File: src/hw/rtl/qrs_pkg.sv
package qrs_pkg;

  localparam logic [1:0] KIND_DOUBLE  = 2'd0;
  localparam logic [1:0] KIND_REAL    = 2'd1;
  localparam logic [1:0] KIND_COMPLEX = 2'd2;
  localparam logic [1:0] KIND_NO_A    = 2'd3;

  localparam logic [1:0] SEL_NEG_B = 2'd0;
  localparam logic [1:0] SEL_LOW   = 2'd1;
  localparam logic [1:0] SEL_HIGH  = 2'd2;
  localparam logic [1:0] SEL_IMAG  = 2'd3;

  typedef struct packed {
    logic       load;
    logic       mul_ac;
    logic       mul_bb;
    logic       disc;
    logic       sqrt_start;
    logic       div_start;
    logic [1:0] div_sel;
    logic       store1;
    logic       store2;
    logic       finish;
  } qrs_cmd_t;

  typedef struct packed {
    logic a_zero;
    logic d_zero;
    logic d_neg;
    logic sqrt_done;
    logic div_done;
  } qrs_sts_t;

endpackage

File: src/hw/rtl/qrs_ctrl.sv
module qrs_ctrl (
  input  logic              clk,
  input  logic              rst,
  input  logic              start,
  output logic              busy,
  output logic              valid,
  output qrs_pkg::qrs_cmd_t cmd,
  input  qrs_pkg::qrs_sts_t sts
);
  import qrs_pkg::*;

  typedef enum logic [3:0] {
    S_IDLE, S_MAC, S_MBB, S_DISC, S_CHECK, S_SQRT, S_DIV1, S_DIV2, S_FIN
  } state_t;

  state_t state;

  assign busy = state != S_IDLE;

  always_comb begin
    cmd = '0;
    unique case (state)
      S_IDLE:  cmd.load   = start;
      S_MAC:   cmd.mul_ac = 1'b1;
      S_MBB:   cmd.mul_bb = 1'b1;
      S_DISC:  cmd.disc   = 1'b1;
      S_CHECK: cmd.sqrt_start = !sts.a_zero;
      S_SQRT: begin
        cmd.div_start = sts.sqrt_done;
        cmd.div_sel   = (sts.d_zero || sts.d_neg) ? SEL_NEG_B : SEL_LOW;
      end
      S_DIV1: begin
        cmd.store1    = sts.div_done;
        cmd.div_start = sts.div_done && !sts.d_zero;
        cmd.div_sel   = sts.d_neg ? SEL_IMAG : SEL_HIGH;
      end
      S_DIV2:  cmd.store2 = sts.div_done;
      default: cmd.finish = 1'b1;
    endcase
  end

  always_ff @(posedge clk) begin
    if (rst) begin
      state <= S_IDLE;
      valid <= 1'b0;
    end else begin
      valid <= state == S_FIN;
      unique case (state)
        S_IDLE:  if (start) state <= S_MAC;
        S_MAC:   state <= S_MBB;
        S_MBB:   state <= S_DISC;
        S_DISC:  state <= S_CHECK;
        S_CHECK: state <= sts.a_zero ? S_FIN : S_SQRT;
        S_SQRT:  if (sts.sqrt_done) state <= S_DIV1;
        S_DIV1: begin
          if (sts.div_done) state <= sts.d_zero ? S_FIN : S_DIV2;
        end
        S_DIV2:  if (sts.div_done) state <= S_FIN;
        default: state <= S_IDLE;
      endcase
    end
  end
endmodule

File: config.mk
export PLATFORM = sky130hd
export DESIGN_NAME = qrs_ctrl
export DESIGN_NICKNAME = d
export VERILOG_FILES = /design/src/hw/rtl/qrs_pkg.sv /design/src/hw/rtl/qrs_ctrl.sv
export SDC_FILE = /design/constraint.sdc
export NUM_CORES = 1
export LEC_CHECK = 0
export ABC_AREA = 0
export BUFFER_PORTS_ARGS = -buffer_cell sky130_fd_sc_hd__buf_2
export CORE_MARGIN = 1.5
export CORE_UTILIZATION = 25
export DETAILED_ROUTE_END_ITERATION = 8
export GPL_TIMING_DRIVEN = 0
export SETUP_SLACK_MARGIN = 0.02
export SLEW_MARGIN = 20
export SYNTH_ARGS = -nofsm -noshare
export SYNTH_HDL_FRONTEND = slang
export SYNTH_SLANG_ARGS = --single-unit
File: constraint.sdc
create_clock -name clk -period 1.3 [get_ports clk]
set_input_delay 0.26 -clock clk [delete_from_list [all_inputs] [get_ports clk]]
set_output_delay 0.26 -clock clk [all_outputs]
set_load 0.01 [all_outputs]
==> impl_metrics.csv, run 1 <==
group,metric,value,unit
status,status,"finished, violations left",
status,violations,"setup timing",
synthesis,yosysWarnings,0,
worst_setup_path,crit_path_start_kind,"flip-flop",
sta,fmax,0.678,GHz
sta,whs,0.282,ns
global_route,antenna_found_initial,0,
worst_setup_path,worstPathArrival,1.22,ns
worst_setup_path,crit_slowest_cell,"dfxtp_2",
global_route,grt.total_usage,13.9,%
global_route,met1_usage,18.7,%
floorplan,initial_core_util,26.8,%
worst_setup_path,crit_path_end_kind,"primary output",
floorplan,rows,15,
cts,cts_buffers,3,
worst_setup_path,crit_fanout,5,
power_and_ir_drop,seq_power_share,28.5,%
global_route,use_met2,23.6,%
global_route,met3_usage,2.78,%
sta,post-route-period-util,114,%
sta,setup_viol,13,
power_and_ir_drop,p_total,0.597,mW
place,dp_hpwl,866,um
cts,clk_path_buf_depth,2,
worst_setup_path,cpPeakStageDelay,0.32,ns
sta,rsz0062_at_grt,"yes",
sta,slew_headroom,74.8,%
routing,vias_per_cell,4.85,
place,port_buffers,20,
floorplan,dieHeight,46.0,um
synthesis,synth-seq-cells,5,
global_route,grt_max_degree,8,
cts,cts_tree,"built",
synthesis,postSynthCellCount,59,
power_and_ir_drop,p_sw_share,31.8,%
power_and_ir_drop,power_switching,0.190,mW
synthesis,ys_seq_area_share,21.6,%
hold_path,min_path_cells,2,
worst_setup_path,crit_family,"flip-flops",
power_and_ir_drop,clkPwrFrac,29.1,%
routing,drt-total-wl,1620,um
hold_path,hold_class,"input pin to flip-flop",
worst_setup_path,crit_buf_inv,2,
routing,drt_iter0_markers,14,
cells_and_area,fin_cells,123,
synthesis,synth_area,463,um^2
cts,clock_latency,0.23,ns
floorplan,die_w,46.0,um
worst_setup_path,crit_chain,"buf_6 -> and2b_1 -> a32oi_1 -> nor2_1 -> buf_2",
worst_setup_path,rr_startpoint,"state[0]$_SDFFE_PP0P_",
floorplan,fp.dieArea,0.00212,mm^2
cts,postCtsHoldBufs,0,
routing,wl_per_cell,13.2,um
worst_setup_path,cp-startpoint,"state[0]$_SDFFE_PP0P_",
cts,clock_sinks,5,
power_and_ir_drop,combPwrFrac,42.3,%
routing,drtAntennaViolNets,0,
cts,cts_root_buf,"clkbuf_4",
power_and_ir_drop,pwr_density_cell,683,mW/mm^2
sta,min_period,1.48,ns
global_route,grt_first_pass_wirelength,2150,um
hold_path,min-delay-start,"rst",
sta,tns,-1.11,ns
floorplan,ios,21,
routing,drc,0,
place,gp_congestion,0.800,
worst_setup_path,cp_num_cells,5,
cells_and_area,antenna_cells,0,
global_route,grt.busiest_layer,"met2",
power_and_ir_drop,internal_power,0.407,mW
worst_setup_path,worstPathRequired,1.04,ns
cells_and_area,syn2layout_area_growth,88.6,%
power_and_ir_drop,leakage,0.400,nW
cts,h-tree-depth,1,
sta,worstMarginPinSlew,0.374,ns
floorplan,core,0.00173,mm^2
sta,slew_viol_final,0,
worst_setup_path,r2r_cells,5,
synthesis,synthDistinctLibCells,33,
cts,clk_pin_slew,0.04,ns
sta,fin_worst_skew,0.00130,ns
power_and_ir_drop,ir_drop,508,uV
sta,final-hold-violation-count,0,
place,dp_cells,104,
worst_setup_path,worstSetupPathType,"flip-flop to primary output",
synthesis,syn_nets,67,
flow_run,cap_violations,0,
routing,vias,597,
global_route,grt-ovfl-total,0,
cells_and_area,drive_gt1_share,62.2,%
cells_and_area,fin_nets,107,
synthesis,postSynthAreaPerCell,7.85,um^2
global_route,grt_pass1_vias,482,
sta,worst_slack,-0.176,ns
routing,first_pass_iters,4,
cell type report:
type / instances / area (um^2)
tap: 25 / 31.3
inverter: 2 / 7.51
buffer: 5 / 52.6
fill: 167 / 853
sequential: 5 / 110
clock buffer: 4 / 26.3
multi-input combinational: 47 / 405
timing repair buffer: 35 / 240
layout by cell type (no fill, tap or decap), types with 2 or more instances in the layout:
cell type	n
buf_2	20
buf_4	10
buf_6	7
nor2_1	6
nand2_1	5
clkbuf_4	3
nand2b_4	2
nor3_2	2
inv_1	2
and2b_1	2
nor2_4	2
clkbuf_1	2
a211o_1	2
dfxtp_2	2
dfxtp_4	2
cells in the mapped netlist:
master / count / share of area [%]
a32oi_1: 1 / 1.9
buf_4: 1 / 1.6
xor2_1: 1 / 1.9
a211o_1: 2 / 3.8
a211oi_1: 1 / 1.6
inv_1: 2 / 1.6
mux2_2: 1 / 2.4
mux2i_1: 1 / 2.2
a221oi_1: 1 / 1.9
nand2_1: 6 / 4.9
and3_1: 1 / 1.4
a2111oi_2: 2 / 6.5
and4b_1: 1 / 2.2
a22oi_1: 1 / 1.6
a21oi_4: 1 / 3.5
and4bb_2: 1 / 2.7
o2bb2ai_1: 1 / 1.9
nor3b_1: 1 / 1.6
o21ai_0: 1 / 1.1
nand3b_1: 1 / 1.6
nor2b_1: 1 / 1.4
nor4_1: 1 / 1.4
and2b_1: 2 / 3.2
and2_1: 1 / 1.4
nor2_1: 9 / 7.3
nor3_1: 3 / 3.2
dfxtp_1: 5 / 22
buf_2: 2 / 2.2
or3_1: 1 / 1.4
nand2b_1: 3 / 4.1
or3b_1: 1 / 1.9
buf_6: 1 / 2.4
clkbuf_1: 1 / 0.81
path summary, 6_finish.rpt:
| path | slack (ns) | to |
|---|---|---|
| worst max register to register | -0.07 | state[0]$_SDFFE_PP0P_ |
| worst min register to register | 0.63 | state[1]$_SDFFE_PP0P_ |
| worst max-delay path | -0.18 | cmd[5] |
| worst min-delay path | 0.28 | state[1]$_SDFFE_PP0P_ |
routing by layer:
layer | part of all wire (%) | wire length (um) | vias up
met5 | 0 | 0 | -
met1 | 42 | 674 | 284
met2 | 52 | 847 | 20
met4 | 0.49 | 8 | 0
li1 | - | - | 291
met3 | 5.3 | 86 | 2
flip-flops by register name (all words and copies together), names as in the netlist:
name / flops
valid: 1
state: 4
cell families after synthesis:
family / Yosys count / share of synthesized area [%]
and+or+nand+nor: 33 / 39.5
AOI/OAI and AO/OA: 11 / 23.8
buffers and inverters: 7 / 8.65
DFF: 5 / 21.6
muxes: 2 / 4.59
xor gates and xnor gates: 1 / 1.89
power by group through the flow:
stage	logic (mW)	registers (mW)	clock network [mW]
6_report	0.253	0.170	0.174
4_1_cts	0.214	0.170	0.179
2_1_floorplan	0.104	0.170	0
3_3_place_gp	0.152	0.172	0
3_5_place_dp	0.154	0.172	0
5_1_grt	0.269	0.171	0.194
timing repair:
action,4_1_cts,5_1_grt
pin swaps,4,4
gates resized for setup,21,10
endpoints found under the setup margin,15,16
buffers inserted,10,5
metrics by stage:
step / utilization [%] / setup WS [ns] / area (um^2)
6_report: 50.6 / -0.176 / 873
5_1_grt: 50.6 / -0.234 / 873
4_1_cts: 45.7 / -0.180 / 788
3_5_place_dp: 34.8 / -0.0842 / 601
3_3_place_gp: 34.8 / -0.0639 / 601
2_1_floorplan: - / 0.0948 / 469
Power figures use the tool's default switching activity.
==> run 2, diff against run 1 <==
--- a/config.mk
+++ b/config.mk
@@ -8,9 +8,10 @@
 export ABC_AREA = 0
 export BUFFER_PORTS_ARGS = -buffer_cell sky130_fd_sc_hd__buf_2
 export CORE_MARGIN = 1.5
-export CORE_UTILIZATION = 25
+export CORE_UTILIZATION = 24
 export DETAILED_ROUTE_END_ITERATION = 8
 export GPL_TIMING_DRIVEN = 0
+export REMOVE_ABC_BUFFERS = 1
 export SETUP_SLACK_MARGIN = 0.02
 export SLEW_MARGIN = 20
 export SYNTH_ARGS = -nofsm -noshare
==> impl_metrics.csv, run 2 (synthesis gave the netlist of run 1 again) <==
group,metric,value,unit
cells_and_area,antenna_cells,0,
global_route,antenna_found_initial,0,
worst_setup_path,crit_fanout,7,
power_and_ir_drop,p_total,0.526,mW
worst_setup_path,worstSetupPathType,"flip-flop to primary output",
routing,drc,0,
global_route,grt_pass1_vias,456,
cts,clk_path_buf_depth,2,
cells_and_area,syn2layout_area_growth,49.7,%
sta,tns,-1.23,ns
sta,fmax,0.681,GHz
floorplan,ios,21,
sta,worstMarginPinSlew,0.314,ns
floorplan,dieHeight,46.9,um
sta,worst_slack,-0.168,ns
sta,slew_headroom,79.1,%
hold_path,hold_class,"input pin to flip-flop",
floorplan,core,0.00176,mm^2
worst_setup_path,crit_path_end_kind,"primary output",
floorplan,initial_core_util,26.2,%
floorplan,fp.dieArea,0.00220,mm^2
place,dp_hpwl,817,um
cells_and_area,utilization,39.3,%
routing,wl_met3,69,um
cells_and_area,nFillCells,187,
cts,clock_latency,0.24,ns
floorplan,die_w,46.9,um
sta,fin_worst_skew,0.00151,ns
cts,h-tree-depth,1,
cells_and_area,final_common_cell,"buf_2",
hold_path,min_path_cells,2,
power_and_ir_drop,leakage,0.324,nW
worst_setup_path,crit_path_start_kind,"flip-flop",
cells_and_area,reg_top3,"state: 4 flops, valid: 1 flops",
routing,wirelength_met1,562,um
power_and_ir_drop,pwr_density_cell,759,mW/mm^2
cells_and_area,drive_gt1_share,54.7,%
status,status,"finished, violations left",
cts,clock_sinks,5,
cells_and_area,seq_area,115,um^2
cells_and_area,fin_nets,95,
routing,vias,545,
place,port_buffers,20,
worst_setup_path,r2r_cells,4,
worst_setup_path,worstPathRequired,1.04,ns
cells_and_area,largest_reg_flops,4,
routing,drtAntennaViolNets,0,
sta,min_period,1.47,ns
cts,postCtsHoldBufs,0,
sta,post-route-period-util,113,%
status,violations,"setup timing",
routing,vias_per_cell,4.91,
routing,wl_per_cell,11.9,um
flow_run,cap_violations,0,
sta,slew_viol_final,0,
cts,clk_pin_slew,0.04,ns
sta,rsz0062_at_grt,"yes",
sta,final-hold-violation-count,0,
global_route,grt.total_usage,13.1,%
place,gp_congestion,0.834,
routing,first_pass_iters,4,
cells_and_area,largest-register,"state",
routing,top_layer_used,"met4",
cells_and_area,multi_input_area,354,um^2
global_route,grt_max_degree,15,
global_route,grt-ovfl-total,0,
cts,cts_tree,"built",
routing,drt_iter0_markers,12,
worst_setup_path,worstPathArrival,1.21,ns
sta,setup_viol,14,
routing,drt-total-wl,1320,um
cells_and_area,mostFrequentLayoutCells,"buf_2, nor2_1, nand2_1",
floorplan,rows,15,
global_route,grt_first_pass_wirelength,2010,um
power_and_ir_drop,ir_drop,287,uV
routing,met2_wirelength,680,um
cts,cts_buffers,3,
cts,cts_root_buf,"clkbuf_4",
==> run 2: changes by cell type in the layout (fill, tap and decap cells not counted), moves of 2 or more <==
| cell | previous run | this run |
|---|---|---|
| buf_2 | 20 | 22 |
| buf_4 | 10 | 5 |
| buf_6 | 7 | 1 |
| dfxtp_2 | 2 | 0 |
| dfxtp_4 | 2 | 4 |
| nor2_1 | 6 | 8 |
| nor2_4 | 2 | 0 |
==> run 2: layer usage <==
metal,up-vias,GRT usage [%]
met4,0,7.78
met5,-,0
met2,21,20.8
li1,267,-
met3,2,1.92
met1,255,16.6
==> run 2: worst paths after layout <==
kind / start / to / slack, ns
max reg2reg: state[1]$_SDFFE_PP0P_ / state[0]$_SDFFE_PP0P_ / -0.10
min reg2reg: state[3]$_SDFFE_PP0P_ / state[1]$_SDFFE_PP0P_ / 0.58
min: rst / state[1]$_SDFFE_PP0P_ / 0.27
max: state[1]$_SDFFE_PP0P_ / cmd[3] / -0.17
==> run 2: critical path, cell delays in order, from the launching register on <==
cell and delay, ns:
dfxtp_4 0.37, and2b_2 0.25, a22oi_1 0.15, nor2_1 0.06
buf_2 0.14
==> run 2: layout make-up <==
cell class / count / area share (%)
clock buffers: 4 / 3.79
inverters: 2 / 1.08
multi-input cells: 47 / 51.1
flip-flops and latches: 5 / 16.6
well taps: 25 / 4.51
repair buffers: 28 / 22.9
==> run 2: power breakdown <==
part	switching (mW)	total (mW)	internal, mW
combinational	0.0864	0.174	0.0879
sequential	0.0155	0.174	0.158
clock	0.0617	0.178	0.116
==> run 2: repair_timing <==
item	4_1_cts	5_1_grt
pin swaps	4	1
endpoints found under the setup margin	15	15
resized for setup	14	5
setup buffers	7	1
==> run 2: per-stage QoR <==
stage	area [um^2]	hold slack [ns]	setup WS, ns	instances
global route	693	0.289	-0.233	111
CTS	662	0.262	-0.160	110
global placement	562	0.531	-0.247	99
floorplan	430	0.336	-0.0694	54
finish	693	0.272	-0.168	111
detailed placement	562	0.528	-0.233	99
==> run 3, diff against run 2 <==
--- a/config.mk
+++ b/config.mk
@@ -11,6 +11,7 @@
 export CORE_UTILIZATION = 24
 export DETAILED_ROUTE_END_ITERATION = 8
 export GPL_TIMING_DRIVEN = 0
+export RECOVER_POWER = 25
 export REMOVE_ABC_BUFFERS = 1
 export SETUP_SLACK_MARGIN = 0.02
 export SLEW_MARGIN = 20
==> impl_metrics.csv, run 3 (synthesis gave the netlist of run 1 again) <==
group,metric,value,unit
hold_path,hold_class,"input pin to flip-flop",
cells_and_area,nFillCells,187,
global_route,grt_first_pass_wirelength,2010,um
cells_and_area,final_common_cell,"buf_2",
sta,slew_viol_final,0,
worst_setup_path,worstSetupPathType,"flip-flop to primary output",
cts,cts_buffers,3,
routing,wl_per_cell,11.9,um
hold_path,min-delay-start,"rst",
cells_and_area,largest_reg_flops,4,
routing,vias,545,
worst_setup_path,rr_startpoint,"state[1]$_SDFFE_PP0P_",
routing,drt_iter0_markers,12,
cells_and_area,drive_gt1_share,53.5,%
cells_and_area,syn2layout_area_growth,49.5,%
power_and_ir_drop,p_total,0.526,mW
power_and_ir_drop,ir_drop,287,uV
worst_setup_path,regToRegSetupSlack,-0.10,ns
cells_and_area,seq_area,115,um^2
worst_setup_path,crit_fanout,7,
cts,clock_latency,0.24,ns
cts,clock_sinks,5,
sta,rsz0062_at_grt,"yes",
routing,drc,0,
status,status,"finished, violations left",
status,violations,"setup timing",
cells_and_area,antenna_cells,0,
floorplan,fp.dieArea,0.00220,mm^2
worst_setup_path,crit_path_end_kind,"primary output",
cells_and_area,largest-register,"state",
sta,worst_slack,-0.168,ns
cells_and_area,mostFrequentLayoutCells,"buf_2, nor2_1, nand2_1",
power_and_ir_drop,leakage,0.319,nW
cts,clk_pin_slew,0.04,ns
routing,vias_per_cell,4.91,
routing,drtAntennaViolNets,0,
cts,cts_tree,"built",
sta,min_period,1.47,ns
cts,postCtsHoldBufs,0,
sta,worstMarginPinSlew,0.314,ns
global_route,grt_pass1_vias,456,
routing,drt-total-wl,1320,um
global_route,grt_max_degree,15,
routing,first_pass_iters,4,
sta,slew_headroom,79.1,%
hold_path,min_path_cells,2,
place,port_buffers,20,
worst_setup_path,worstPathArrival,1.21,ns
floorplan,core,0.00176,mm^2
sta,final-hold-violation-count,0,
cells_and_area,reg_top3,"state: 4 flops, valid: 1 flops",
worst_setup_path,crit_path_start_kind,"flip-flop",
sta,whs,0.272,ns
cells_and_area,multi_input_area,354,um^2
global_route,grt-ovfl-total,0,
hold_path,holdPathEnd,"state[1]$_SDFFE_PP0P_",
floorplan,ios,21,
worst_setup_path,r2r_cells,4,
floorplan,die_w,46.9,um
floorplan,rows,15,
cts,clk_path_buf_depth,2,
floorplan,dieHeight,46.9,um
power_and_ir_drop,pwr_density_cell,760,mW/mm^2
sta,fmax,0.681,GHz
sta,setup_viol,14,
worst_setup_path,r2r_end,"state[0]$_SDFFE_PP0P_",
flow_run,cap_violations,0,
cells_and_area,fin_nets,95,
sta,fin_worst_skew,0.00151,ns
global_route,grt.total_usage,13.1,%
cts,h-tree-depth,1,
sta,post-route-period-util,113,%
floorplan,initial_core_util,26.2,%
cts,cts_root_buf,"clkbuf_4",
place,dp_hpwl,817,um
global_route,antenna_found_initial,0,
worst_setup_path,worstPathRequired,1.04,ns
place,gp_congestion,0.834,
-- run 3: cell count changes in the layout (fill, tap and decap cells not counted) --
cell,previous run,this run
buf_2,22,21
clkbuf_1,1,2
-- run 3: worst max path at each step --
| stage | startpoint | end | cells past startpoint |
|---|---|---|---|
| floorplan | state[2]$_SDFFE_PP0P_ | cmd[6] | 2 |
| global placement | state[2]$_SDFFE_PP0P_ | cmd[6] | 3 |
| detailed placement | state[2]$_SDFFE_PP0P_ | cmd[6] | 3 |
| CTS | state[1]$_SDFFE_PP0P_ | cmd[3] | 4 |
| global route | state[1]$_SDFFE_PP0P_ | cmd[3] | 4 |
| finish | state[1]$_SDFFE_PP0P_ | cmd[3] | 4 |
-- run 3: per-layer routing --
layer	vias to the layer above	share of wire, %	track usage (%)
met3	2	5.2	1.92
met1	255	43	16.6
met5	-	0	0
met2	21	51	20.8
li1	267	-	-
met4	0	0.60	7.78
-- run 3: what timing repair did --
item,in CTS,in global routing
resized for setup,14,5
buffers inserted,7,1
endpoints found under the hold margin,0,0
setup endpoints to repair,15,15
pin swaps,4,1
-- run 3: cell type report --
class	instances	share of cell area [%]
Clock buffer	4	3.80
Inverter	2	1.08
Multi-Input combinational cell	47	51.2
Sequential cell	5	16.6
Tap cell	25	4.52
Timing Repair Buffer	28	22.8
-- run 3: per-stage QoR --
step	setup WS, ns	utilization [%]	cell area [um^2]	instances	setup TNS [ns]
after floorplan	-0.0694	-	430	54	-0.107
after global placement	-0.247	31.8	562	99	-1.29
after detailed placement	-0.233	31.8	562	99	-1.32
after CTS	-0.160	37.5	662	110	-1.02
after global routing	-0.233	39.2	692	111	-2.09
final	-0.168	39.2	692	111	-1.23
-- run 3: critical path: stages (launching register included) --
cell,delay (ns)
dfxtp_4,0.37
and2b_2,0.25
a22oi_1,0.15
nor2_1,0.06
buf_2,0.14
-- run 3: where the power goes --
part / internal (mW) / leakage (nW) / switching, mW / total (mW)
Sequential: 0.158 / 0.0436 / 0.0155 / 0.174
Clock: 0.116 / 0.0150 / 0.0617 / 0.178
Combinational: 0.0879 / 0.261 / 0.0864 / 0.174
